File: src/rtl/cht_pkg.sv
`timescale 1ns / 1ps
// ----------------------------------------------------------------------------
// cht_pkg
// types, constants and codes shared by the counting hash table
// ----------------------------------------------------------------------------
package cht_pkg;

  localparam int BUCKETS    = 64;
  localparam int WAYS       = 4;
  localparam int COUNT_BITS = 16;

  localparam int BUCKET_BITS = (BUCKETS > 1) ? $clog2(BUCKETS) : 1;
  localparam int WAY_BITS    = (WAYS > 1) ? $clog2(WAYS) : 1;
  localparam int KEY_BITS    = 32;
  localparam int PROD_BITS   = 48;
  localparam int BCNT_BITS   = 7;
  localparam int CFG_BITS    = 16;
  localparam int IDX_BITS    = 2;
  localparam int QDEPTH      = 2;
  localparam int MOD_BITS    = (BCNT_BITS > BUCKET_BITS + 1) ? BCNT_BITS : BUCKET_BITS + 1;

  localparam logic [COUNT_BITS-1:0] COUNT_MAX = {COUNT_BITS{1'b1}};

  localparam logic [IDX_BITS-1:0] REG_MULT   = 2'd0;
  localparam logic [IDX_BITS-1:0] REG_OFFSET = 2'd1;
  localparam logic [IDX_BITS-1:0] REG_BCOUNT = 2'd2;

  localparam logic [1:0] CMD_INSERT = 2'd0;
  localparam logic [1:0] CMD_SEARCH = 2'd1;
  localparam logic [1:0] CMD_DELETE = 2'd2;
  localparam logic [1:0] CMD_UNUSED = 2'd3;

  typedef struct packed {
    logic [1:0]          command;
    logic [KEY_BITS-1:0] key;
  } in_word_t;

  typedef struct packed {
    logic        found;
    logic [15:0] occurrences;
    logic        status;
  } out_word_t;

  typedef struct packed {
    logic [1:0]             command;
    logic [KEY_BITS-1:0]    key;
    logic [BUCKET_BITS-1:0] bucket;
  } job_t;

  typedef enum logic [1:0] {F_IDLE, F_MUL, F_MOD, F_PUSH} front_state_t;
  typedef enum logic [1:0] {B_IDLE, B_READ, B_SCAN, B_WRITE} back_state_t;

  function automatic logic [15:0] report(input logic [COUNT_BITS-1:0] c);
    logic [15:0] r;
    if (COUNT_BITS > 16 && (c >> 16) != '0) r = 16'hffff;
    else r = 16'(c);
    return r;
  endfunction

endpackage

File: src/rtl/cht_queue.sv
`timescale 1ns / 1ps
// ----------------------------------------------------------------------------
// cht_queue
// short fifo between hashing front and table back
// ----------------------------------------------------------------------------
module cht_queue (
  input  logic          clk,
  input  logic          rst,
  input  logic          push,
  input  cht_pkg::job_t push_job,
  output logic          full,
  input  logic          pop,
  output logic          empty,
  output cht_pkg::job_t head
);

  cht_pkg::job_t entry [cht_pkg::QDEPTH];
  logic wp, rp;
  logic [1:0] cnt;

  assign full  = (cnt == 2'(cht_pkg::QDEPTH));
  assign empty = (cnt == 2'd0);
  assign head  = entry[rp];

  always_ff @(posedge clk) begin
    if (rst) begin
      wp <= 1'b0; rp <= 1'b0; cnt <= 2'd0;
    end else begin
      if (push) wp <= ~wp;
      if (pop) rp <= ~rp;
      cnt <= cnt + 2'(push) - 2'(pop);
    end
    if (push) entry[wp] <= push_job;
  end

endmodule

File: config.mk
export PLATFORM = sky130hd
export DESIGN_NAME = cht_queue
export DESIGN_NICKNAME = d
export VERILOG_FILES = /design/src/rtl/cht_pkg.sv /design/src/rtl/cht_queue.sv
export SDC_FILE = /design/constraint.sdc
export NUM_CORES = 1
export LEC_CHECK = 0
export BUFFER_PORTS_ARGS = -buffer_cell sky130_fd_sc_hd__buf_2
export CAP_MARGIN = 20
export CORE_ASPECT_RATIO = 1.75
export CORE_MARGIN = 2
export CORE_UTILIZATION = 45
export DETAILED_ROUTE_END_ITERATION = 8
export GPL_ROUTABILITY_DRIVEN = 1
export HOLD_SLACK_MARGIN = 0.15
export PLACE_DENSITY = 0.68
export SYNTH_ARGS = -nofsm -noshare
export SYNTH_HDL_FRONTEND = slang
export SYNTH_SLANG_ARGS = --single-unit
File: constraint.sdc
create_clock -name clk -period 5.8 [get_ports clk]
set_input_delay 0 -clock clk [delete_from_list [all_inputs] [get_ports clk]]
set_output_delay 0 -clock clk [all_outputs]
set_load 0.02 [all_outputs]
==> impl.org, run 1 <==
** Outcome
- The run finished with clean final reports.

** GRT
- The number of antenna violations at the first check in global routing is 0.
- The number of global-route vias before repair was 1760.
- Entering global routing, the biggest net connects 41 pins.
- First-pass GRT wire length :: 8017 um
- Global routing used 15.04% of the available tracks across all layers.
- Global routing finished with a remaining overflow of 0.

** Job
- Max-cap violations in this run came to 0.

** Drt
- Length of the first detailed-routing pass in iterations :: 3
- The detail route stage leaves a number of antenna-violating nets equal to 0.
- Final routed wirelength across all metal layers :: 5331 um
- Initial detailed-routing violation count :: 44
- In the routed layout, each cell is associated on average with a via count of 4.625.
- Routed WL per cell :: 14.37 um
- Remaining routing DRC violations :: 0
- The routed layout has 1716 vias.

** Clock network
- For the worst-skew pair, the clock arrives at the later sink with an insertion delay of 0.33 ns.
- Clock input transition at the sequential cells of the worst setup and hold paths :: 0.05 ns
- The clock drives 85 sinks.
- In this run the post-CTS setup repair buffer count came out at 0.
- The cell sitting at the root of the clock tree is a clkbuf_16.
- The longest clock path from root to sink contains 2 buffers.
- The H-tree was split into 3 levels.
- TritonCTS built the clock tree.
- Total CTS buffers :: 9
- CTS resizes :: 0
- In this run, post-CTS hold repair placed 44 buffers.

** Yosys
- After technology mapping, the gate count stands at 145.
- When the netlist entered floorplanning its net count stood at 191.
- Number of distinct library cells after synthesis :: 11
- The synthesized design contains 80 enable-type register cells.
- Of all cell types, the one taking the most synthesized area is edfxtp_1.
- After synthesis, the most frequently instantiated cells are 80 x edfxtp_1, 40 x mux2_2, 5 x dfxtp_1, 5 x nor2_1, 4 x buf_6.
- Most used flip-flop cell after synthesis :: edfxtp_1
- A synthesized cell averages 21.48 um^2.
- Dominant cells by area after synthesis :: edfxtp_1 77%, mux2_2 14%, dfxtp_1 3.2%
- Counting flops with an async set or reset pin after synthesis yields a share of 0%.
- Synthesis inferred 85 register bits.
- edfxtp_1 is the most common cell in the netlist.
- The synthesized design devotes to its leading area cell type 77.14% of total area.
- Portion of the post-synthesis area used by sequential elements :: 80.35%
- During synthesis, Yosys emitted a total of 0 warnings.
- Post-Syn Area :: 3114 um^2

** Pwr
- Largest voltage drop on the vdd net :: 260.2 uV
- The analysis attributes to cell leakage a power of 0.001661 uW.
- In this run the power density over the cells is 326.5 nW/um^2.

** Layout
- Fin cells :: 371
- The repair_antennas step left the layout with diodes totalling 0.
- Relative to the synthesized area, the layout overhead comes to 39.01%.
- Share of final-layout standard cells stronger than drive strength 1 :: 48.08%
- Sequential cell area :: 2504 um^2
- Summing all multi-input logic gate instances after layout gives 568.0 um^2.
- Number of nets in the finished design :: 328
- The filler cells instantiated in the layout total 534.

** Setup path
- Data on the critical path arrives at its endpoint at 1.88 ns.
- Longest individual stage delay on the worst path :: 0.95 ns
- Critical path's slowest cell :: dfxtp_2
- The number of buffers and inverters on the critical path is 1.
- Nature of the critical path endpoint :: output port
- The startpoint identified for the worst register-to-register timing path is wp.
- Data required time of the critical path :: 5.80 ns
- Among cell families on the critical path, the largest total delay comes from flip-flops.
- The critical path goes through mux2_2 -> buf_2.
- STA classifies the critical path startpoint as a register.
- Of all nets on the critical path, the largest fanout is 40.
- Crit Path Category :: register to output port

** STA
- Post-route fraction of the period consumed by the critical path :: 32.35%
- In the final timing run, aggregate negative setup slack is 0 ns.
- Unrepaired setup endpoints after global routing :: no
- The count of final max-slew check failures was 0.
- The worst path needs 1.876 ns of the cycle, external delays included.
- Setup violations remaining at the end of the flow were counted as 0.
- Timing-limited maximum frequency :: 533.0 MHz
- On the final layout, the worst clock skew is 0.003652 ns.
- Hold Violations, Final :: 0
- Pin slew with the least headroom to its limit :: 0.9456 ns
- In this run the tightest slew margin relative to its limit is 36.96%.

** Floorplanning
- The floorplan step set the die height to 114.1 um.
- For this design the top-level I/O count stands at 86.
- The initial utilization of the core area, before any placement, comes to 45.75%.
- Die Wd :: 66.89 um
- Floorplan core area :: 6807 um^2
- The floorplan step defined a die boundary enclosing 7628 um^2.
- After floorplanning, the core was divided into 40 placement rows.

** Placement
- Hpwl dp :: 3261 um
- Final weighted congestion of routability-driven global placement :: 0.6759
- Port buffering added 85 buffers.
- In this run, placement finished with an instance count of 311.

** Min path
- Worst hold path class :: primary input to register
- Launch instance of the worst min-delay path :: push_job[5]
==> layout make-up <==
cell class,count,share of cell area [%]
Tap cell,84,2.428
Clock inverter,4,0.3468
Sequential cell,85,57.83
Clock buffer,12,5.462
Inverter,2,0.1734
Multi-Input combinational cell,54,13.12
Timing Repair Buffer,130,20.64
==> sequential cells by signal, summed over array words and instances (netlist names), named ones only <==
signal,cells
entry,80
cnt,2
rp,1
wp,1
==> report_power, final <==
| part | switching, uW | total, uW | internal (uW) |
|---|---|---|---|
| Sequential | 20.6 | 737 | 716 |
| Clock | 194 | 478 | 284 |
| Combinational | 99.9 | 198 | 98.6 |
| Total | 315 | 1410 | 1100 |
==> metrics by stage <==
stage                     utilization (%)  total power [uW]  hold WS [ns]  area, um^2  setup WS, ns
after global placement              53.03             920.9        0.1889        3610         4.131
after global routing                63.60              1466        0.3956        4329         3.806
after detailed placement            53.44             927.2        0.1915        3637         4.158
final                               63.60              1413        0.3971        4329         3.924
after CTS                           63.60              1429        0.3795        4329         3.861
after floorplan                         -             862.1       0.07161        3114         3.239
==> worst paths after layout <==
check | endpoint | slack, ns | cells past startpoint
hold / removal | entry[0][5] | 0.40 | 2
setup reg to reg | entry[1][35] | 4.20 | 1
hold reg to reg | rp | 0.54 | 2
setup / recovery | head[15] | 3.92 | 2
==> kinds of logic (layout without fill, tap and decap cells) <==
family | Yosys count | count (layout) | share of synthesized area, %
xor+xnor | 3 | 3 | 1.286
fa+ha+maj | 2 | 2 | 0.8034
buf+inv | 6 | 148 | 1.687
flops | 85 | 85 | 80.35
mux | 40 | 40 | 14.46
simple gates | 9 | 9 | 1.406
==> layer usage <==
| metal | part of all wire (%) | vias to the layer above | global-route usage [%] |
|---|---|---|---|
| met5 | 0 | - | 0 |
| met4 | 2.3 | 0 | 7.891 |
| met3 | 4.9 | 8 | 5.605 |
| met2 | 56 | 51 | 26.13 |
| met1 | 37 | 819 | 15.22 |
| li1 | - | 838 | - |
==> placed cells by master, fill, tap and decap left out <==
cell	n
buf_2	85
edfxtp_1	80
dlygate4sd3_1	44
mux2_2	40
clkbuf_16	9
nor2_1	5
clkinv_1	4
dfxtp_1	4
clkbuf_1	3
inv_1	2
nor2b_1	2
xnor2_1	2
ha_1	2
and2_2	1
nor2b_4	1
xnor3_1	1
dfxtp_2	1
buf_16	1
Power figures use the tool's default switching activity.
==> run 2: changes to the inputs <==
clock period = 1.95 ns   (was 5.8 ns; I/O delays follow)
==> run 2 against run 1 <==
  * Clock power grew to 3.3 times the previous value
  * Combinational power grew to 3.2 times the previous value
  * Core utilization grew 1.2 points
  * Routed wire length grew 6.8%
  * Critical path depth grew 1
  * Sequential share of layout area shrank 1.1 points
  * Total power grew to 3.1 times the previous value
  * Non-clock buffer count grew 3
  * Highest routed layer unchanged
==> impl.org, run 2 (synthesis gave the netlist of run 1 again) <==
** Setup path
- Nature of the critical path endpoint :: output port
- The arrival time of the worst setup path is 1.70 ns (-0.18 ns).
- Highest fanout seen on the critical path :: 16 (-60%)
- The slack of the worst reg-to-reg path was 0.56 ns (-3.64 ns).
- The worst register-to-register path ends at entry[1][30].
- Crit Path Category :: register to output port
- The total buffers and inverters traversed by the critical path was 2 (+1).
- Start of the worst register-to-register path :: wp
- The signal on the critical path passes through buf_4 -> mux2_2 -> buf_2.
- R2r worst-path depth :: 2 (+1)
- The peak per-stage delay on the critical path came to 0.58 ns (-0.37 ns).
- Worst path top cell family by delay :: flip-flops
- Destination of the critical timing path :: head[3]
- The critical path data required time is 1.95 ns (-3.85 ns).
- The cell count along the critical path was 3 (+1).
- STA classifies the critical path startpoint as a register.
- The largest individual stage delay along the critical path comes from the cell dfxtp_2.

** STA
- For this run, the top clock speed supported by timing is 587.1 MHz.
- Post-route fraction of the period consumed by the critical path :: 87.34%
- Count of pins over their slew limit :: 0 (unchanged)
- Sum of negative setup slack :: 0 ns (unchanged)
- Hold Violations, Final :: 0 (unchanged)
- Unrepaired setup endpoints after global routing :: no
- The number of failing setup endpoints in the final timing report came to 0 (unchanged).
- Subtracting the final worst setup slack from the clock period gives 1.703 ns.
- Final-layout worst hold slack :: 0.3909 ns (-0.006249 ns)
- The minimum setup slack in the final design came to 0.2468 ns (-3.677 ns).
- The worst slew slack as a fraction of its limit is 69.42% (+32 points).
- The setup clock skew after layout is 0.005024 ns (+0.001372 ns).
- Pin slew with the least headroom to its limit :: 0.4587 ns (-0.4869 ns)

** Layout
- The share of final-layout standard cells stronger than drive strength 1 is 50.34% (+2.3 points).
- Largest register by flop count :: entry
- Relative to the synthesized area, the layout overhead comes to 41.58%.
- The post-route cell area is 4409 um^2 (+1.8%).
- In the layout the commonest cells are 85 x buf_2, 80 x edfxtp_1, 43 x dlygate4sd3_1.
- The largest registers in the layout are entry (80), cnt (2).
- Flip-flop count of the largest register, all copies and words added :: 80 (unchanged)
- Number of fill cells :: 500 (-6.4%)
- Number of nets in the finished design :: 331 (+0.91%)
- Count of inserted antenna diode cells :: 0 (unchanged)
- Most common cell after layout, fill and taps aside :: buf_2

** Pwr
- Power density over cell area :: 997.0 nW/um^2 (+210%)
- Power, Total :: 4396 uW (+210%)
- Largest voltage drop on the vdd net :: 632.8 uV (+140%)
- LEAKAGE :: 0.001703 uW (+2.6%)

** Clock network
- Buffer cell driving the clock tree root :: clkbuf_16
- The number of H-tree levels was 3 (unchanged).
- The number of buffers between clock root and the deepest sink is 2 (unchanged).
- Clock input transition at the sequential cells of the worst setup and hold paths :: 0.06 ns (about the same)
- The number of buffers added by the clock tree synthesis step came to 9 (unchanged).
- Clock latency on the worst-skew pair :: 0.33 ns (about the same)
- TritonCTS clock tree :: yes
- Sinks on the clock net :: 85 (unchanged)

** GRT
- The total global-route track usage came to 15.81% (+0.77 points).
- The total grt overflow was 0 (unchanged).
- Antenna violations before repair :: 0 (unchanged)
- The maximum number of pins on one net before global-route repair came to 41 (unchanged).
- Vias in the first global route :: 1900 (+8.0%)
- First-pass GRT wire length :: 8604 um (+7.3%)

** Floorplanning
- The die outline area was 7628 um^2 (unchanged).
- Initial standard-cell utilization of the core :: 45.75% (unchanged)
- Die Y :: 114.1 um (unchanged)
- Floorplan core area :: 6807 um^2 (unchanged)
- The die outline width was 66.89 um (unchanged).
- The I/O pin count was 86 (unchanged).
- Row count :: 40 (unchanged)

** Placement
- The placement-stage cell area was 3697 um^2 (+1.7%).
- The HPWL after detailed placement was 3552 um (+8.9%).
- Final weighted congestion of routability-driven global placement :: 0.6726 (-0.49%)
- The worst slack at placement is 0.5507 ns (-3.608 ns).
- Number of port buffers :: 85 (unchanged)

** Drt
- Initial detailed-routing violation count :: 145 (+230%)
- The number of vias per cell after detailed routing came to 4.722 (+2.1%).
- The average detailed-routed wire length per instance was 15.22 um (+5.9%).
- Remaining routing DRC violations :: 0 (unchanged)
- The routed wire length came to 5693 um (+6.8%).
- Via count :: 1766 (+2.9%)
- The number of search-and-repair iterations in the first detailed-routing pass is 4 (+1).
- The antenna violation net count after detailed routing came to 0 (unchanged).

** Min path
- Worst hold path class :: primary input to register

** Job
- The max-cap violation count came to 0 (unchanged).

** Outcome
- Run status :: finished clean
==> run 2: changes by cell type in the layout (fill, tap and decap cells not counted) <==
cell and delta:
clkinv_2 +3, buf_4 +1, clkinv_1 -1, bufinv_16 +1
dlygate4sd3_1 -1, clkbuf_1 -3, buf_12 +4, buf_16 -1
==> run 2: layout make-up <==
type / instances / area, um^2 / share of cell area, %
Sequential cell: 85 / 2504 / 56.78
Clock inverter: 7 / 56.30 / 1.277
Multi-Input combinational cell: 54 / 568.0 / 12.88
Tap cell: 84 / 105.1 / 2.384
Inverter: 2 / 7.507 / 0.1703
Clock buffer: 9 / 225.2 / 5.108
Timing Repair Buffer: 133 / 943.4 / 21.40
==> run 2: worst register-to-register path, delay by kind of cell (launching register included) <==
family	cells	cell delay, ns
AND/OR/NAND/NOR	1	0.48
flip-flops	1	0.41
buffers and inverters	1	0.22
==> run 2: power by group <==
part           internal (uW)  switching [uW]  total (uW)  leakage, uW
clock                    970             625        1600     0.000141
sequential              2130            46.5        2180     0.000793
combinational            307             319         626     0.000769
==> run 2: how the worst min path moves through the flow <==
stage | startpoint | to | slack [ns] | cells after the start
3_3_place_gp | push_job[11] | entry[0][11] | 0.19 | 1
3_5_place_dp | push_job[13] | entry[0][13] | 0.19 | 1
5_1_grt | push_job[17] | entry[1][17] | 0.40 | 2
2_1_floorplan | rst | cnt[0] | 0.07 | 1
6_report | push_job[17] | entry[1][17] | 0.39 | 2
4_1_cts | push_job[17] | entry[0][17] | 0.38 | 2
==> run 2: metal layers <==
metal / vias to the layer above / part of all wire (%) / global-route usage, %
met4: 0 / 1.4 / 7.755
met1: 855 / 38 / 16.75
met2: 60 / 55 / 27.73
met5: - / 0 / 0
met3: 8 / 5.0 / 4.818
li1: 843 / - / -
==> run 2: per-stage QoR <==
step / util, % / cells
2_1_floorplan: - / 145
3_3_place_gp: 54.32 / 315
3_5_place_dp: 54.32 / 315
4_1_cts: 64.78 / 374
5_1_grt: 64.78 / 374
6_report: 64.78 / 374
==> run 2: timing repair <==
item,in CTS,in global routing
hold buffers,43,0
buffers inserted,0,0
gates resized for setup,0,0
hold endpoints to repair,85,0
