### src/rtl/cht_pkg.sv
`timescale 1ns / 1ps
// ----------------------------------------------------------------------------
// cht_pkg
// types, constants and codes shared by the counting hash table
// ----------------------------------------------------------------------------
package cht_pkg;

  localparam int BUCKETS    = 64;
  localparam int WAYS       = 4;
  localparam int COUNT_BITS = 16;

  localparam int BUCKET_BITS = (BUCKETS > 1) ? $clog2(BUCKETS) : 1;
  localparam int WAY_BITS    = (WAYS > 1) ? $clog2(WAYS) : 1;
  localparam int KEY_BITS    = 32;
  localparam int PROD_BITS   = 48;
  localparam int BCNT_BITS   = 7;
  localparam int CFG_BITS    = 16;
  localparam int IDX_BITS    = 2;
  localparam int QDEPTH      = 2;
  localparam int MOD_BITS    = (BCNT_BITS > BUCKET_BITS + 1) ? BCNT_BITS : BUCKET_BITS + 1;

  localparam logic [COUNT_BITS-1:0] COUNT_MAX = {COUNT_BITS{1'b1}};

  localparam logic [IDX_BITS-1:0] REG_MULT   = 2'd0;
  localparam logic [IDX_BITS-1:0] REG_OFFSET = 2'd1;
  localparam logic [IDX_BITS-1:0] REG_BCOUNT = 2'd2;

  localparam logic [1:0] CMD_INSERT = 2'd0;
  localparam logic [1:0] CMD_SEARCH = 2'd1;
  localparam logic [1:0] CMD_DELETE = 2'd2;
  localparam logic [1:0] CMD_UNUSED = 2'd3;

  typedef struct packed {
    logic [1:0]          command;
    logic [KEY_BITS-1:0] key;
  } in_word_t;

  typedef struct packed {
    logic        found;
    logic [15:0] occurrences;
    logic        status;
  } out_word_t;

  typedef struct packed {
    logic [1:0]             command;
    logic [KEY_BITS-1:0]    key;
    logic [BUCKET_BITS-1:0] bucket;
  } job_t;

  typedef enum logic [1:0] {F_IDLE, F_MUL, F_MOD, F_PUSH} front_state_t;
  typedef enum logic [1:0] {B_IDLE, B_READ, B_SCAN, B_WRITE} back_state_t;

  function automatic logic [15:0] report(input logic [COUNT_BITS-1:0] c);
    logic [15:0] r;
    if (COUNT_BITS > 16 && (c >> 16) != '0) r = 16'hffff;
    else r = 16'(c);
    return r;
  endfunction

endpackage

### src/rtl/cht_front.sv
`timescale 1ns / 1ps
// ----------------------------------------------------------------------------
// cht_front
// accepts words, forms the hash product and reduces it to a bucket serially
// ----------------------------------------------------------------------------
module cht_front (
  input  logic                          clk,
  input  logic                          rst,
  input  logic                          start,
  output logic                          busy,
  input  cht_pkg::in_word_t             in_word,
  input  logic [cht_pkg::CFG_BITS-1:0]  hash_multiplier,
  input  logic [cht_pkg::CFG_BITS-1:0]  hash_offset,
  input  logic [cht_pkg::BCNT_BITS-1:0] bucket_count,
  input  logic                          q_full,
  output logic                          q_push,
  output cht_pkg::job_t                 q_job
);

  cht_pkg::front_state_t state, state_next;
  cht_pkg::in_word_t     item;
  logic [cht_pkg::PROD_BITS-1:0] prod;
  logic [cht_pkg::MOD_BITS-1:0]  rem, modn, rem_sh;
  logic [5:0]                    bitn;
  logic [cht_pkg::BCNT_BITS-1:0] n_c;

  always_comb begin
    if (bucket_count == '0) n_c = cht_pkg::BCNT_BITS'(1);
    else if (32'(bucket_count) > cht_pkg::BUCKETS) n_c = cht_pkg::BCNT_BITS'(cht_pkg::BUCKETS);
    else n_c = bucket_count;
  end

  // restoring remainder step, one product bit per cycle
  always_comb begin
    rem_sh = {rem[cht_pkg::MOD_BITS-2:0], prod[bitn]};
    if (rem_sh >= modn) rem_sh = rem_sh - modn;
  end

  always_comb begin
    state_next = state;
    case (state)
      cht_pkg::F_IDLE: if (start) state_next = cht_pkg::F_MUL;
      cht_pkg::F_MUL:  state_next = cht_pkg::F_MOD;
      cht_pkg::F_MOD:  if (bitn == 6'd0) state_next = cht_pkg::F_PUSH;
      cht_pkg::F_PUSH: if (!q_full) state_next = cht_pkg::F_IDLE;
      default:         state_next = cht_pkg::F_IDLE;
    endcase
  end

  always_comb begin
    busy   = (state != cht_pkg::F_IDLE);
    q_push = (state == cht_pkg::F_PUSH) && !q_full;
    q_job.command = item.command;
    q_job.key     = item.key;
    q_job.bucket  = cht_pkg::BUCKET_BITS'(rem);
  end

  always_ff @(posedge clk) begin
    if (rst) state <= cht_pkg::F_IDLE;
    else state <= state_next;
    case (state)
      cht_pkg::F_IDLE: if (start) begin
        item <= in_word;
        modn <= cht_pkg::MOD_BITS'(n_c);
      end
      cht_pkg::F_MUL: begin
        prod <= cht_pkg::PROD_BITS'(hash_multiplier) * cht_pkg::PROD_BITS'(item.key)
              + cht_pkg::PROD_BITS'(hash_offset);
        bitn <= 6'(cht_pkg::PROD_BITS - 1);
        rem  <= '0;
      end
      cht_pkg::F_MOD: begin
        rem  <= rem_sh;
        bitn <= bitn - 6'd1;
      end
      default: ;
    endcase
  end

endmodule

### config.mk
export PLATFORM = sky130hd
export DESIGN_NAME = cht_front
export DESIGN_NICKNAME = d
export VERILOG_FILES = /design/src/rtl/cht_pkg.sv /design/src/rtl/cht_front.sv
export SDC_FILE = /design/constraint.sdc
export NUM_CORES = 1
export LEC_CHECK = 0
export BUFFER_PORTS_ARGS = -buffer_cell sky130_fd_sc_hd__buf_2
export CAP_MARGIN = 20
export CORE_MARGIN = 10
export CORE_UTILIZATION = 34
export DETAILED_ROUTE_END_ITERATION = 8
export PLACE_DENSITY = 0.46
export SLEW_MARGIN = 10
export SYNTH_ARGS = -nofsm -noshare
export SYNTH_HDL_FRONTEND = slang
export SYNTH_SLANG_ARGS = --single-unit
### constraint.sdc
create_clock -name clk -period 7.4 [get_ports clk]
set_clock_uncertainty 0.2 [all_clocks]
set_input_delay 0.37 -clock clk [delete_from_list [all_inputs] [get_ports clk]]
set_output_delay 0.37 -clock clk [all_outputs]
set_load 0.01 [all_outputs]
==> insert_results.sql, run 1 <==
INSERT INTO impl_metrics (metric_group, metric, value, unit) VALUES
('cts', 'cts.path.max_buffers', '2', ''),
('cts', 'cts.repair.resized', '0', ''),
('synth', 'synth.yosys.warnings', '0', ''),
('die', 'floorplan.die.width', '270', 'um'),
('cells_and_area', 'fillerInstances', '6291', ''),
('detailed_routing', 'via_count', '15100', ''),
('sta', 'unrepaired_setup_endpoints_after_global_routing', 'no', ''),
('synth', 'synth.cell_area', '21300', 'um2'),
('sta', 'share_of_the_cycle_needed_by_the_critical_path_after_routing', '0.947', ''),
('synth', 'synth-seq-cells', '103', ''),
('detailed_routing', 'drcViolationCount', '0', ''),
('synth', 'synth.net_count', '2901', ''),
('worst_setup_path', 'max_stage_delay', '610', 'ps'),
('detailed_routing', 'routed_via_density', '4.70', ''),
('cts', 'clk_root_buffer_cell', 'sky130_fd_sc_hd__clkbuf_16', ''),
('cells_and_area', 'finalNetCount', '3031', ''),
('cts', 'h_tree_levels', '3', ''),
('sta', 'fmax', '143', 'MHz'),
('global_route', 'grt_first_pass_wirelength', '94500', 'um'),
('cts', 'tritoncts', 'done', ''),
('sta', 'slew_viol_final', '0', ''),
('worst_setup_path', 'setup.worst_path.end_class', 'flip-flop', ''),
('worst_setup_path', 'cell_type_group_with_the_largest_total_delay_on_the_critical_path', 'adder cells', ''),
('sta', 'setup_tns', '0', 'ps'),
('synth', 'synth_top_flop_cell', 'sky130_fd_sc_hd__edfxtp_1', ''),
('cts', 'clkSlewWorstSetupHoldPaths', '90', 'ps'),
('die', 'start_util', '0.344', ''),
('synth', 'synth-edff-count', '101', ''),
('die', 'placement_rows', '91', ''),
('worst_setup_path', 'critical_path.most_common_cell', 'sky130_fd_sc_hd__fa_1', ''),
('detailed_routing', 'ant_nets', '0', ''),
('synth', 'share_of_synthesized_area_occupied_by_flip_flops_and_latches', '0.144', ''),
('placement', 'port-buffer-count', '118', ''),
('worst_setup_path', 'cp_num_buf_inv', '4', ''),
('worst_setup_path', 'worstPathMaxFanout', '10', ''),
('flow_run', 'number_of_max_cap_violations', '0', ''),
('global_route', 'antenna_found_initial', '1', ''),
('cells_and_area', 'insertedDiodeCount', '0', ''),
('synth', 'netlist_instances', '2237', ''),
('cts', 'cts_made_buffers', '9', ''),
('cts', 'cts_sinks', '103', ''),
('worst_setup_path', 'cp_cell_sequence', 'and2_1 > fa_1 > inv_1 > fa_1 > fa_1 > fa_1 > inv_1 > fa_1 > inv_1 > fa_1 > inv_1 > ha_1 > nand4_1 > nor4b_2 > o31ai_1 > a2111oi_2 > nor3_2 > o41ai_4 > a31oi_1 > xnor2_1', ''),
('cts', 'clock_latency', '400', 'ps'),
('synth', 'postSynthAreaPerCell', '9.52', 'um2'),
('global_route', 'grt_usage', '0.163', ''),
('global_route', 'grt_max_degree', '49', ''),
('sta', 'final_setup_violation_count', '0', ''),
('detailed_routing', 'drt_first_iter_violations', '713', ''),
('placement', 'dp_hpwl', '47800', 'um'),
('detailed_routing', 'totalWireLength', '57500', 'um'),
('worst_setup_path', 'setup.worst_path.start_class', 'flip-flop', ''),
('run_status', 'outcome', 'complete, no violations', ''),
('worst_setup_path', 'timing.critical_path.required', '7350', 'ps'),
('synth', 'synth.distinct_cells', '66', ''),
('synth', 'postSynth.asyncResetShare', '0', ''),
('sta', 'maxSlewHeadroom', '0.380', ''),
('worst_setup_path', 'critical_path_arrival', '6960', 'ps'),
('worst_setup_path', 'timing.critical_path.slowest_stage_cell', 'sky130_fd_sc_hd__edfxtp_1', ''),
('global_route', 'first_global_vias', '16900', ''),
('global_route', 'grt.overflow.total', '0', ''),
('sta', 'worst_pin_slew', '931', 'ps'),
('die', 'core_region_area', '61800', 'um2'),
('die', 'floorplan.die.height', '270', 'um'),
('sta', 'finalHoldViolCount', '0', ''),
('cells_and_area', 'area_delta_synth_final', '11.7', '%'),
('sta', 'layout_min_cycle_time', '7010', 'ps'),
('min_path', 'worstHoldPathType', 'in -> reg', ''),
('cells_and_area', 'drive_above_1_share', '0.0982', ''),
('detailed_routing', 'routed_wire_length_per_instance', '17.9', 'um'),
('die', 'dieArea', '73000', 'um2'),
('placement', 'gp_congestion', '0.814', ''),
('die', 'pin_count', '119', ''),
('worst_setup_path', 'worst-setup-path-type', 'reg -> reg', ''),
('detailed_routing', 'drt_pre_antenna_iters', '5', '');
worst register-to-register path, delay by kind of cell (launching register included):
kind,cells,cell delay [ps]
XOR/XNOR,1,150
adder cells (fa/ha/maj),7,3390
AND/OR/NAND/NOR,4,900
buffers and inverters,4,210
flip-flops,1,610
AO/OA/AOI/OAI,4,1300
metal layers:
metal / up-vias / global-route usage / routed length [um]
li1: 6945 / - / -
met1: 7818 / 0.220 / 26400
met2: 269 / 0.276 / 28400
met3: 41 / 0.0226 / 2030
met4: 0 / 0.0288 / 600
met5: - / 0 / 0
path summary, 6_finish.rpt:
kind | from | endpoint | slack [ps] | cells past startpoint
min reg2reg | state[0] | state[0] | 330 | 2
min | bucket_count[6] | modn[6] | 40 | 1
max reg2reg | q_job[12] | prod[43] | 390 | 20
max | q_job[12] | prod[43] | 390 | 20
registers in the layout (all words and copies together), names as in the netlist:
| name | cells |
|---|---|
| prod | 48 |
| q_job | 34 |
| modn | 7 |
| bitn | 6 |
| rem | 6 |
| state | 2 |
placed cells by master (no fill, tap or decap), types with 3 or more instances in the layout:
master	Yosys	layout
sky130_fd_sc_hd__a211o_1	5	5
sky130_fd_sc_hd__a211oi_1	5	5
sky130_fd_sc_hd__a21boi_0	6	6
sky130_fd_sc_hd__a21o_1	19	19
sky130_fd_sc_hd__a21oi_1	49	49
sky130_fd_sc_hd__a31oi_1	11	11
sky130_fd_sc_hd__and2_1	216	215
sky130_fd_sc_hd__and3_1	8	8
sky130_fd_sc_hd__buf_12	0	11
sky130_fd_sc_hd__buf_2	3	118
sky130_fd_sc_hd__buf_4	6	58
sky130_fd_sc_hd__clkbuf_16	0	9
sky130_fd_sc_hd__dlygate4sd3_1	0	35
sky130_fd_sc_hd__edfxtp_1	101	101
sky130_fd_sc_hd__fa_1	435	435
sky130_fd_sc_hd__ha_1	152	151
sky130_fd_sc_hd__inv_1	557	557
sky130_fd_sc_hd__inv_8	0	3
sky130_fd_sc_hd__mux2i_1	3	3
sky130_fd_sc_hd__mux4_2	15	15
sky130_fd_sc_hd__nand2_1	335	335
sky130_fd_sc_hd__nand2b_1	3	3
sky130_fd_sc_hd__nand3_1	13	13
sky130_fd_sc_hd__nand3b_1	3	3
sky130_fd_sc_hd__nand4_1	13	13
sky130_fd_sc_hd__nor2_1	31	31
sky130_fd_sc_hd__nor2b_1	9	9
sky130_fd_sc_hd__nor3_1	12	12
sky130_fd_sc_hd__o21ai_0	34	34
sky130_fd_sc_hd__o21bai_1	7	7
sky130_fd_sc_hd__o31a_1	3	3
sky130_fd_sc_hd__xnor2_1	31	31
sky130_fd_sc_hd__xor2_1	17	17
Yosys cell counts, drive strengths merged, types with 2 or more instances:
library cell | number | area share
a21boi | 7 | 0.0025
o31ai | 2 | 0.00070
a21o | 20 | 0.0071
nand3b | 3 | 0.0011
xnor2 | 31 | 0.013
o31a | 3 | 0.0012
buf | 15 | 0.0056
o21bai | 7 | 0.0025
a221oi | 3 | 0.0018
nor3b | 2 | 0.00070
xor2 | 17 | 0.0070
ha | 152 | 0.089
nor3 | 13 | 0.0033
nand2b | 3 | 0.00088
inv | 557 | 0.098
nand3 | 14 | 0.0035
mux2i | 3 | 0.0014
nor2b | 9 | 0.0026
o21ai | 34 | 0.0080
a211o | 5 | 0.0021
dfxtp | 2 | 0.0019
o2111ai | 2 | 0.00082
o211ai | 2 | 0.00070
nand4 | 13 | 0.0038
nor2 | 31 | 0.0055
clkbuf | 88 | 0.016
o21a | 2 | 0.00070
mux4 | 15 | 0.016
fa | 435 | 0.41
and3 | 9 | 0.0027
a31oi | 11 | 0.0032
a21oi | 50 | 0.012
edfxtp | 101 | 0.14
and2 | 216 | 0.063
nand2 | 335 | 0.059
a211oi | 5 | 0.0018
layout make-up:
class	count	area, um2	area share
multi-input combinational	1474	15700	0.659
sequential	103	3070	0.129
clock buffer	9	225	0.00947
clock inverter	7	71.3	0.00300
inverter	557	2090	0.0879
tap	837	1050	0.0440
timing repair buffer	222	1600	0.0671
kinds of logic after synthesis:
logic type | share of synthesized area
DFF | 0.144
and+or+nand+nor | 0.150
muxes | 0.0173
buffers and inverters | 0.119
xor gates and xnor gates | 0.0197
AOI/OAI and AO/OA | 0.0515
adders and majority gates | 0.498
metrics by stage:
stage               worst slack, ps  hold slack, ps  instances  cell area, um2   util
detailed placement              201             321       3150           23100  0.373
finish                          390            37.1       3209           23800  0.385
floorplan                       785             239       2237           21300      -
CTS                             262            15.9       3201           23700  0.383
global placement                271             285       3150           23100  0.373
global route                   4.74            38.8       3209           23800  0.385
repair_timing:
| action | CTS | global route |
|---|---|---|
| setup endpoints to repair | 0 | 4 |
| hold buffers | 35 | 0 |
| buffers inserted | 0 | 7 |
| endpoints found under the hold margin | 36 | 0 |
Power of run 1 is not shown: default switching activity piles up to over one toggle a cycle in this logic, so the estimate is an artifact.
==> run 2: changes to the inputs <==
--- a/config.mk
+++ b/config.mk
@@ -10,6 +10,7 @@
 export CORE_MARGIN = 10
 export CORE_UTILIZATION = 34
 export DETAILED_ROUTE_END_ITERATION = 8
+export GPL_TIMING_DRIVEN = 0
 export PLACE_DENSITY = 0.46
 export SLEW_MARGIN = 10
 export SYNTH_ARGS = -nofsm -noshare
==> constraint.sdc (replaced) <==
create_clock -name clk -period 7.4 [get_ports clk]
set_clock_uncertainty 0.2 [all_clocks]
set_input_delay 0.37 -clock clk [delete_from_list [all_inputs] [get_ports clk]]
set_output_delay 0.37 -clock clk [all_outputs]
set_load 0.1 [all_outputs]
==> run 2 against run 1 <==
  * Hold slack improved by 17 ps
  * Cell count increased by 2.3%
  * Register-to-register slack got worse by 120 ps
  * Global-route usage increased by 2.5 points
  * Worst setup slack got worse by 140 ps
  * Critical path depth increased by 1
  * Sequential share of layout area decreased by 0.11 points
  * Final area increased by 0.88%
  * Maximum frequency decreased by 2.0%
  * Die area unchanged
  * Flip-flop and latch count unchanged
  * Critical path type is now in -> reg
  * Highest routed layer unchanged
==> insert_results.sql, run 2 (synthesis gave the netlist of run 1 again) <==
INSERT INTO impl_metrics (metric_group, metric, value, unit) VALUES
('run_status', 'outcome', 'complete, no violations', ''),
('sta', 'unrepaired_setup_endpoints_after_global_routing', 'yes', ''),
('cts', 'cts_made_buffers', '9', ''),
('cells_and_area', 'drive_above_1_share', '0.106', ''),
('worst_setup_path', 'critical_path_arrival', '7100', 'ps'),
('detailed_routing', 'via_count', '15600', ''),
('global_route', 'grt_usage', '0.188', ''),
('worst_setup_path', 'cp-endpoint', 'prod[44]', ''),
('die', 'placement_rows', '91', ''),
('sta', 'layout_min_cycle_time', '7150', 'ps'),
('worst_setup_path', 'ff2ff_path_depth', '21', ''),
('sta', 'slew_viol_final', '0', ''),
('cells_and_area', 'area_delta_synth_final', '12.7', '%'),
('die', 'pin_count', '119', ''),
('die', 'start_util', '0.344', ''),
('cells_and_area', 'finalInstanceArea', '24000', 'um2'),
('die', 'core_region_area', '61800', 'um2'),
('detailed_routing', 'drt_first_iter_violations', '850', ''),
('sta', 'finalHoldViolCount', '0', ''),
('cells_and_area', 'top_reg_by_flops', 'prod', ''),
('worst_setup_path', 'worst-setup-path-type', 'in -> reg', ''),
('placement', 'gp_congestion', '0.867', ''),
('die', 'floorplan.die.height', '270', 'um'),
('sta', 'fmax', '140', 'MHz'),
('sta', 'maxSlewHeadroom', '0.347', ''),
('cells_and_area', 'multi_input_comb_area', '15700', 'um2'),
('cells_and_area', 'finalNetCount', '3104', ''),
('detailed_routing', 'totalWireLength', '67700', 'um'),
('cells_and_area', 'number_of_flip_flops_in_the_largest_register', '48', ''),
('cts', 'clock_latency', '420', 'ps'),
('cts', 'cts_sinks', '103', ''),
('cts', 'cts.path.max_buffers', '2', ''),
('detailed_routing', 'drt_pre_antenna_iters', '5', ''),
('min_path', 'worstHoldPathType', 'in -> reg', ''),
('worst_setup_path', 'worstSetupStartpoint', 'hash_multiplier[12]', ''),
('detailed_routing', 'ant_nets', '0', ''),
('sta', 'final_setup_violation_count', '0', ''),
('cells_and_area', 'mostFrequentLayoutCell', 'sky130_fd_sc_hd__inv_1', ''),
('global_route', 'grt_max_degree', '42', ''),
('sta', 'share_of_the_cycle_needed_by_the_critical_path_after_routing', '0.967', ''),
('detailed_routing', 'drcViolationCount', '0', ''),
('die', 'dieArea', '73000', 'um2'),
('cts', 'clk_root_buffer_cell', 'sky130_fd_sc_hd__clkbuf_16', ''),
('placement', 'dp_hpwl', '55500', 'um'),
('detailed_routing', 'routed_via_density', '4.76', ''),
('flow_run', 'number_of_max_cap_violations', '0', ''),
('cts', 'h_tree_levels', '3', ''),
('worst_setup_path', 'timing.critical_path.required', '7340', 'ps'),
('worst_setup_path', 'setup.worst_path.end_class', 'flip-flop', ''),
('die', 'floorplan.die.width', '270', 'um'),
('sta', 'worst_pin_slew', '980', 'ps'),
('global_route', 'grt_first_pass_wirelength', '104000', 'um'),
('placement', 'post_dp_cell_area', '23000', 'um2'),
('cts', 'clkSlewWorstSetupHoldPaths', '90', 'ps'),
('detailed_routing', 'routed_wire_length_per_instance', '20.6', 'um'),
('global_route', 'antenna_found_initial', '5', ''),
('cells_and_area', 'fillerInstances', '6310', ''),
('cts', 'tritoncts', 'done', ''),
('worst_setup_path', 'timing.reg2reg.setup_slack', '270', 'ps'),
('worst_setup_path', 'setup.worst_path.start_class', 'primary input', ''),
('worst_setup_path', 'worst_r2r_startpoint', 'q_job[13]', ''),
('global_route', 'grt.overflow.total', '0', ''),
('cells_and_area', 'ff_latch_area', '3070', 'um2'),
('cells_and_area', 'most-common-layout-cells', 'sky130_fd_sc_hd__inv_1 (557), sky130_fd_sc_hd__fa_1 (435), sky130_fd_sc_hd__nand2_1 (335)', ''),
('placement', 'port-buffer-count', '118', ''),
('global_route', 'first_global_vias', '17100', ''),
('worst_setup_path', 'worstPathMaxFanout', '10', ''),
('worst_setup_path', 'critical_path.reg2reg.endpoint', 'prod[43]', '');
[run 2: cell types whose count changed in the layout (fill, tap and decap cells not counted), moves of 6 or more]
cell                       change
sky130_fd_sc_hd__clkbuf_1     +47
sky130_fd_sc_hd__clkbuf_2     +24
sky130_fd_sc_hd__buf_4        -12
sky130_fd_sc_hd__buf_12       -10
sky130_fd_sc_hd__clkbuf_4      +9
sky130_fd_sc_hd__buf_2         +8
sky130_fd_sc_hd__buf_6         +6
[run 2: repair_timing]
action | CTS | global route
resized for setup | 37 | 36
setup endpoints to repair | 9 | 7
pin swaps | 0 | 3
setup buffers | 5 | 35
hold endpoints to repair | 36 | 0
hold buffers | 35 | 0
[run 2: cell type report]
class | instances | share of cell area
inverter | 557 | 0.0871
timing repair buffer | 194 | 0.0525
antenna | 1 | 0.000104
multi-input combinational | 1474 | 0.654
clock buffer | 9 | 0.00938
tap | 837 | 0.0436
clock inverter | 7 | 0.00339
sequential | 103 | 0.128
buffer | 101 | 0.0217
[run 2: critical path, stage by stage]
cell and delay, ps:
sky130_fd_sc_hd__buf_2 270, sky130_fd_sc_hd__clkbuf_1 740, sky130_fd_sc_hd__nand2_1 160, sky130_fd_sc_hd__fa_1 520
sky130_fd_sc_hd__inv_1 60, sky130_fd_sc_hd__fa_1 580, sky130_fd_sc_hd__fa_1 440, sky130_fd_sc_hd__fa_1 460
sky130_fd_sc_hd__fa_1 480, sky130_fd_sc_hd__inv_1 50, sky130_fd_sc_hd__fa_1 550, sky130_fd_sc_hd__inv_1 60
sky130_fd_sc_hd__ha_1 400, sky130_fd_sc_hd__a21oi_1 330, sky130_fd_sc_hd__o21ai_0 190, sky130_fd_sc_hd__a21oi_1 210
sky130_fd_sc_hd__o21ai_0 140, sky130_fd_sc_hd__a22oi_2 290, sky130_fd_sc_hd__a21oi_2 130, sky130_fd_sc_hd__mux2i_1 130
sky130_fd_sc_hd__or4_1 520
[run 2: stage by stage]
stage	setup TNS [ps]	worst slack [ps]	hold slack [ps]	util	std cells
after floorplan	0	198	239	-	2237
after global placement	-2420	-519	281	0.371	3192
after detailed placement	-2730	-553	296	0.371	3193
after CTS	0	90.5	38.8	0.384	3249
after global routing	-23.3	-23.3	66.9	0.388	3282
final	0	247	54.0	0.388	3283
[run 2: how the worst min path moves through the flow]
stage	end	cells past startpoint	slack (ps)	from
finish	modn[0]	3	50	bucket_count[0]
global route	modn[2]	2	70	bucket_count[2]
CTS	modn[0]	3	40	bucket_count[0]
detailed placement	state[0]	2	300	state[0]
global placement	state[0]	2	280	state[0]
floorplan	state[0]	1	240	rst
[run 2: metal layers]
layer / global-route usage / part of all wire
met2: 0.320 / 0.49
met5: 0 / 0
met4: 0.0409 / 0.022
met3: 0.0294 / 0.064
met1: 0.249 / 0.43
Power of run 2 is left out for the same reason.
==> run 3: changes to the inputs <==
--- a/config.mk
+++ b/config.mk
@@ -8,10 +8,10 @@
 export BUFFER_PORTS_ARGS = -buffer_cell sky130_fd_sc_hd__buf_2
 export CAP_MARGIN = 20
 export CORE_MARGIN = 10
-export CORE_UTILIZATION = 34
+export CORE_UTILIZATION = 65
 export DETAILED_ROUTE_END_ITERATION = 8
 export GPL_TIMING_DRIVEN = 0
-export PLACE_DENSITY = 0.46
+export PLACE_DENSITY = 0.8
 export SLEW_MARGIN = 10
 export SYNTH_ARGS = -nofsm -noshare
 export SYNTH_HDL_FRONTEND = slang
==> run 3 against run 2 <==
  * Die area shrank 45%
  * Register-to-register slack lost 130 ps
  * Flip-flop and latch count is the same
==> insert_results.sql, run 3 (synthesis gave the netlist of run 1 again) <==
INSERT INTO impl_metrics (metric_group, metric, value, unit) VALUES
('run_status', 'outcome', 'complete, no violations', ''),
('die', 'core_region_area', '32500', 'um2'),
('detailed_routing', 'routed_via_density', '5.69', ''),
('cts', 'tritoncts', 'done', ''),
('global_route', 'grt.overflow.total', '0', ''),
('sta', 'worst_pin_slew', '954', 'ps'),
('detailed_routing', 'routed_wire_length_per_instance', '21.2', 'um'),
('cells_and_area', 'top_reg_by_flops', 'prod', ''),
('detailed_routing', 'drt_pre_antenna_iters', '7', ''),
('cells_and_area', 'drive_above_1_share', '0.102', ''),
('worst_setup_path', 'setup.worst_path.start_class', 'flip-flop', ''),
('worst_setup_path', 'worst_r2r_startpoint', 'q_job[18]', ''),
('worst_setup_path', 'worstPathMaxFanout', '10', ''),
('placement', 'placed_cells_incl_taps', '2799', ''),
('global_route', 'antenna_found_initial', '1', ''),
('cts', 'cts.path.max_buffers', '2', ''),
('cts', 'cts_made_buffers', '9', ''),
('cells_and_area', 'finalNetCount', '3095', ''),
('cells_and_area', 'fillerInstances', '2476', ''),
('worst_setup_path', 'timing.reg2reg.setup_slack', '140', 'ps'),
('die', 'floorplan.die.height', '201', 'um'),
('cts', 'h_tree_levels', '3', ''),
('die', 'floorplan.die.width', '201', 'um'),
('worst_setup_path', 'critical_path.reg2reg.endpoint', 'prod[44]', ''),
('die', 'start_util', '0.656', ''),
('global_route', 'grt_usage', '0.307', ''),
('cts', 'clkSlewWorstSetupHoldPaths', '90', 'ps'),
('sta', 'share_of_the_cycle_needed_by_the_critical_path_after_routing', '0.981', ''),
('detailed_routing', 'totalWireLength', '61000', 'um'),
('cells_and_area', 'multi_input_comb_area', '15700', 'um2'),
('sta', 'setup_tns', '0', 'ps'),
('cells_and_area', 'most-common-layout-cells', 'sky130_fd_sc_hd__inv_1 (557), sky130_fd_sc_hd__fa_1 (435), sky130_fd_sc_hd__nand2_1 (335)', ''),
('die', 'pin_count', '119', ''),
('sta', 'slew_viol_final', '0', ''),
('worst_setup_path', 'cp-endpoint', 'prod[44]', ''),
('worst_setup_path', 'timing.critical_path.required', '7330', 'ps'),
('cells_and_area', 'area_delta_synth_final', '10.2', '%'),
('worst_setup_path', 'setup.worst_path.end_class', 'flip-flop', ''),
('cells_and_area', 'finalInstanceArea', '23500', 'um2'),
('placement', 'gp_congestion', '0.967', ''),
('detailed_routing', 'ant_nets', '0', ''),
('placement', 'pre_cts_slack', '-400', 'ps'),
('sta', 'fmax', '138', 'MHz'),
('worst_setup_path', 'worst-setup-path-type', 'reg -> reg', ''),
('cts', 'cts_sinks', '103', ''),
('cts', 'clk_root_buffer_cell', 'sky130_fd_sc_hd__clkbuf_16', ''),
('global_route', 'grt_first_pass_wirelength', '95500', 'um'),
('detailed_routing', 'drt_first_iter_violations', '1432', ''),
('flow_run', 'number_of_max_cap_violations', '0', ''),
('worst_setup_path', 'ff2ff_path_depth', '20', ''),
('cells_and_area', 'layoutNonFillerInstCount', '2879', ''),
('die', 'placement_rows', '66', ''),
('detailed_routing', 'drcViolationCount', '0', ''),
('placement', 'dp_hpwl', '49000', 'um'),
('die', 'dieArea', '40400', 'um2'),
('sta', 'maxSlewHeadroom', '0.364', ''),
('min_path', 'worstHoldPathType', 'in -> reg', ''),
('detailed_routing', 'via_count', '16400', ''),
('placement', 'port-buffer-count', '118', ''),
('global_route', 'grt_max_degree', '31', ''),
('sta', 'finalHoldViolCount', '0', ''),
('sta', 'post_route_setup_slack', '142', 'ps'),
('sta', 'final_setup_violation_count', '0', ''),
('worst_setup_path', 'critical_path_arrival', '7180', 'ps'),
('cells_and_area', 'mostFrequentLayoutCell', 'sky130_fd_sc_hd__inv_1', ''),
('worst_setup_path', 'worstSetupStartpoint', 'q_job[18]', ''),
('cells_and_area', 'ff_latch_area', '3070', 'um2'),
('placement', 'post_dp_cell_area', '22500', 'um2'),
('cts', 'clock_latency', '400', 'ps'),
('sta', 'layout_min_cycle_time', '7260', 'ps'),
('cells_and_area', 'number_of_flip_flops_in_the_largest_register', '48', ''),
('global_route', 'first_global_vias', '17600', '');
==> run 3: cell count changes in the layout (fill, tap and decap cells not counted), sizes merged <==
cell / change
buf: -8
clkbuf: -1
==> run 3: worst min-delay path by stage <==
stage / from / end / cells past startpoint
finish: bucket_count[0] / modn[0] / 3
global route: bucket_count[3] / modn[3] / 2
global placement: state[0] / state[0] / 2
detailed placement: state[0] / state[0] / 2
floorplan: rst / state[0] / 1
CTS: bucket_count[0] / modn[0] / 3
==> run 3: worst max-delay path, stage by stage (launching register included) <==
cell and delay [ps]:
sky130_fd_sc_hd__edfxtp_1 540, sky130_fd_sc_hd__buf_4 290, sky130_fd_sc_hd__nand2_1 110, sky130_fd_sc_hd__fa_1 520, sky130_fd_sc_hd__fa_1 520, sky130_fd_sc_hd__fa_1 520, sky130_fd_sc_hd__inv_1 50, sky130_fd_sc_hd__fa_1 490
sky130_fd_sc_hd__fa_1 500, sky130_fd_sc_hd__inv_1 60, sky130_fd_sc_hd__fa_1 560, sky130_fd_sc_hd__inv_1 80, sky130_fd_sc_hd__ha_1 380, sky130_fd_sc_hd__a21o_1 230, sky130_fd_sc_hd__a21o_2 210, sky130_fd_sc_hd__a221oi_2 320
sky130_fd_sc_hd__nand4b_1 280, sky130_fd_sc_hd__a22oi_2 320, sky130_fd_sc_hd__a21oi_2 130, sky130_fd_sc_hd__mux2i_1 130, sky130_fd_sc_hd__or4_1 540
==> run 3: final cells by class <==
type                            count  area share
Antenna cell                        1    0.000107
Buffer                            103      0.0226
Clock buffer                        9     0.00960
Clock inverter                      7     0.00411
Inverter                          557      0.0891
Multi-Input combinational cell   1474       0.669
Sequential cell                   103       0.131
Tap cell                          442      0.0236
Timing Repair Buffer              183      0.0511
==> run 3: what timing repair did <==
item,in CTS,in global routing
pin swaps,0,3
setup endpoints to repair,7,10
setup buffers,2,26
hold buffers,35,0
gates resized for setup,18,80
hold endpoints to repair,36,0
==> run 3: through the flow <==
step	util	hold WS, ps
finish	0.723	70.7
global placement	0.691	274
CTS	0.715	68.8
detailed placement	0.693	291
floorplan	-	239
global route	0.723	78.4
==> run 3: metal layers <==
| layer | wire length [um] | vias up | track usage | part of all wire |
|---|---|---|---|---|
| met1 | 22300 | 8195 | 0.377 | 0.37 |
| met5 | 53 | - | 0 | 0.00087 |
| li1 | - | 7083 | - | - |
| met3 | 5750 | 230 | 0.0679 | 0.094 |
| met2 | 28800 | 872 | 0.494 | 0.47 |
| met4 | 4120 | 2 | 0.177 | 0.068 |
Power of run 3 is left out for the same reason.
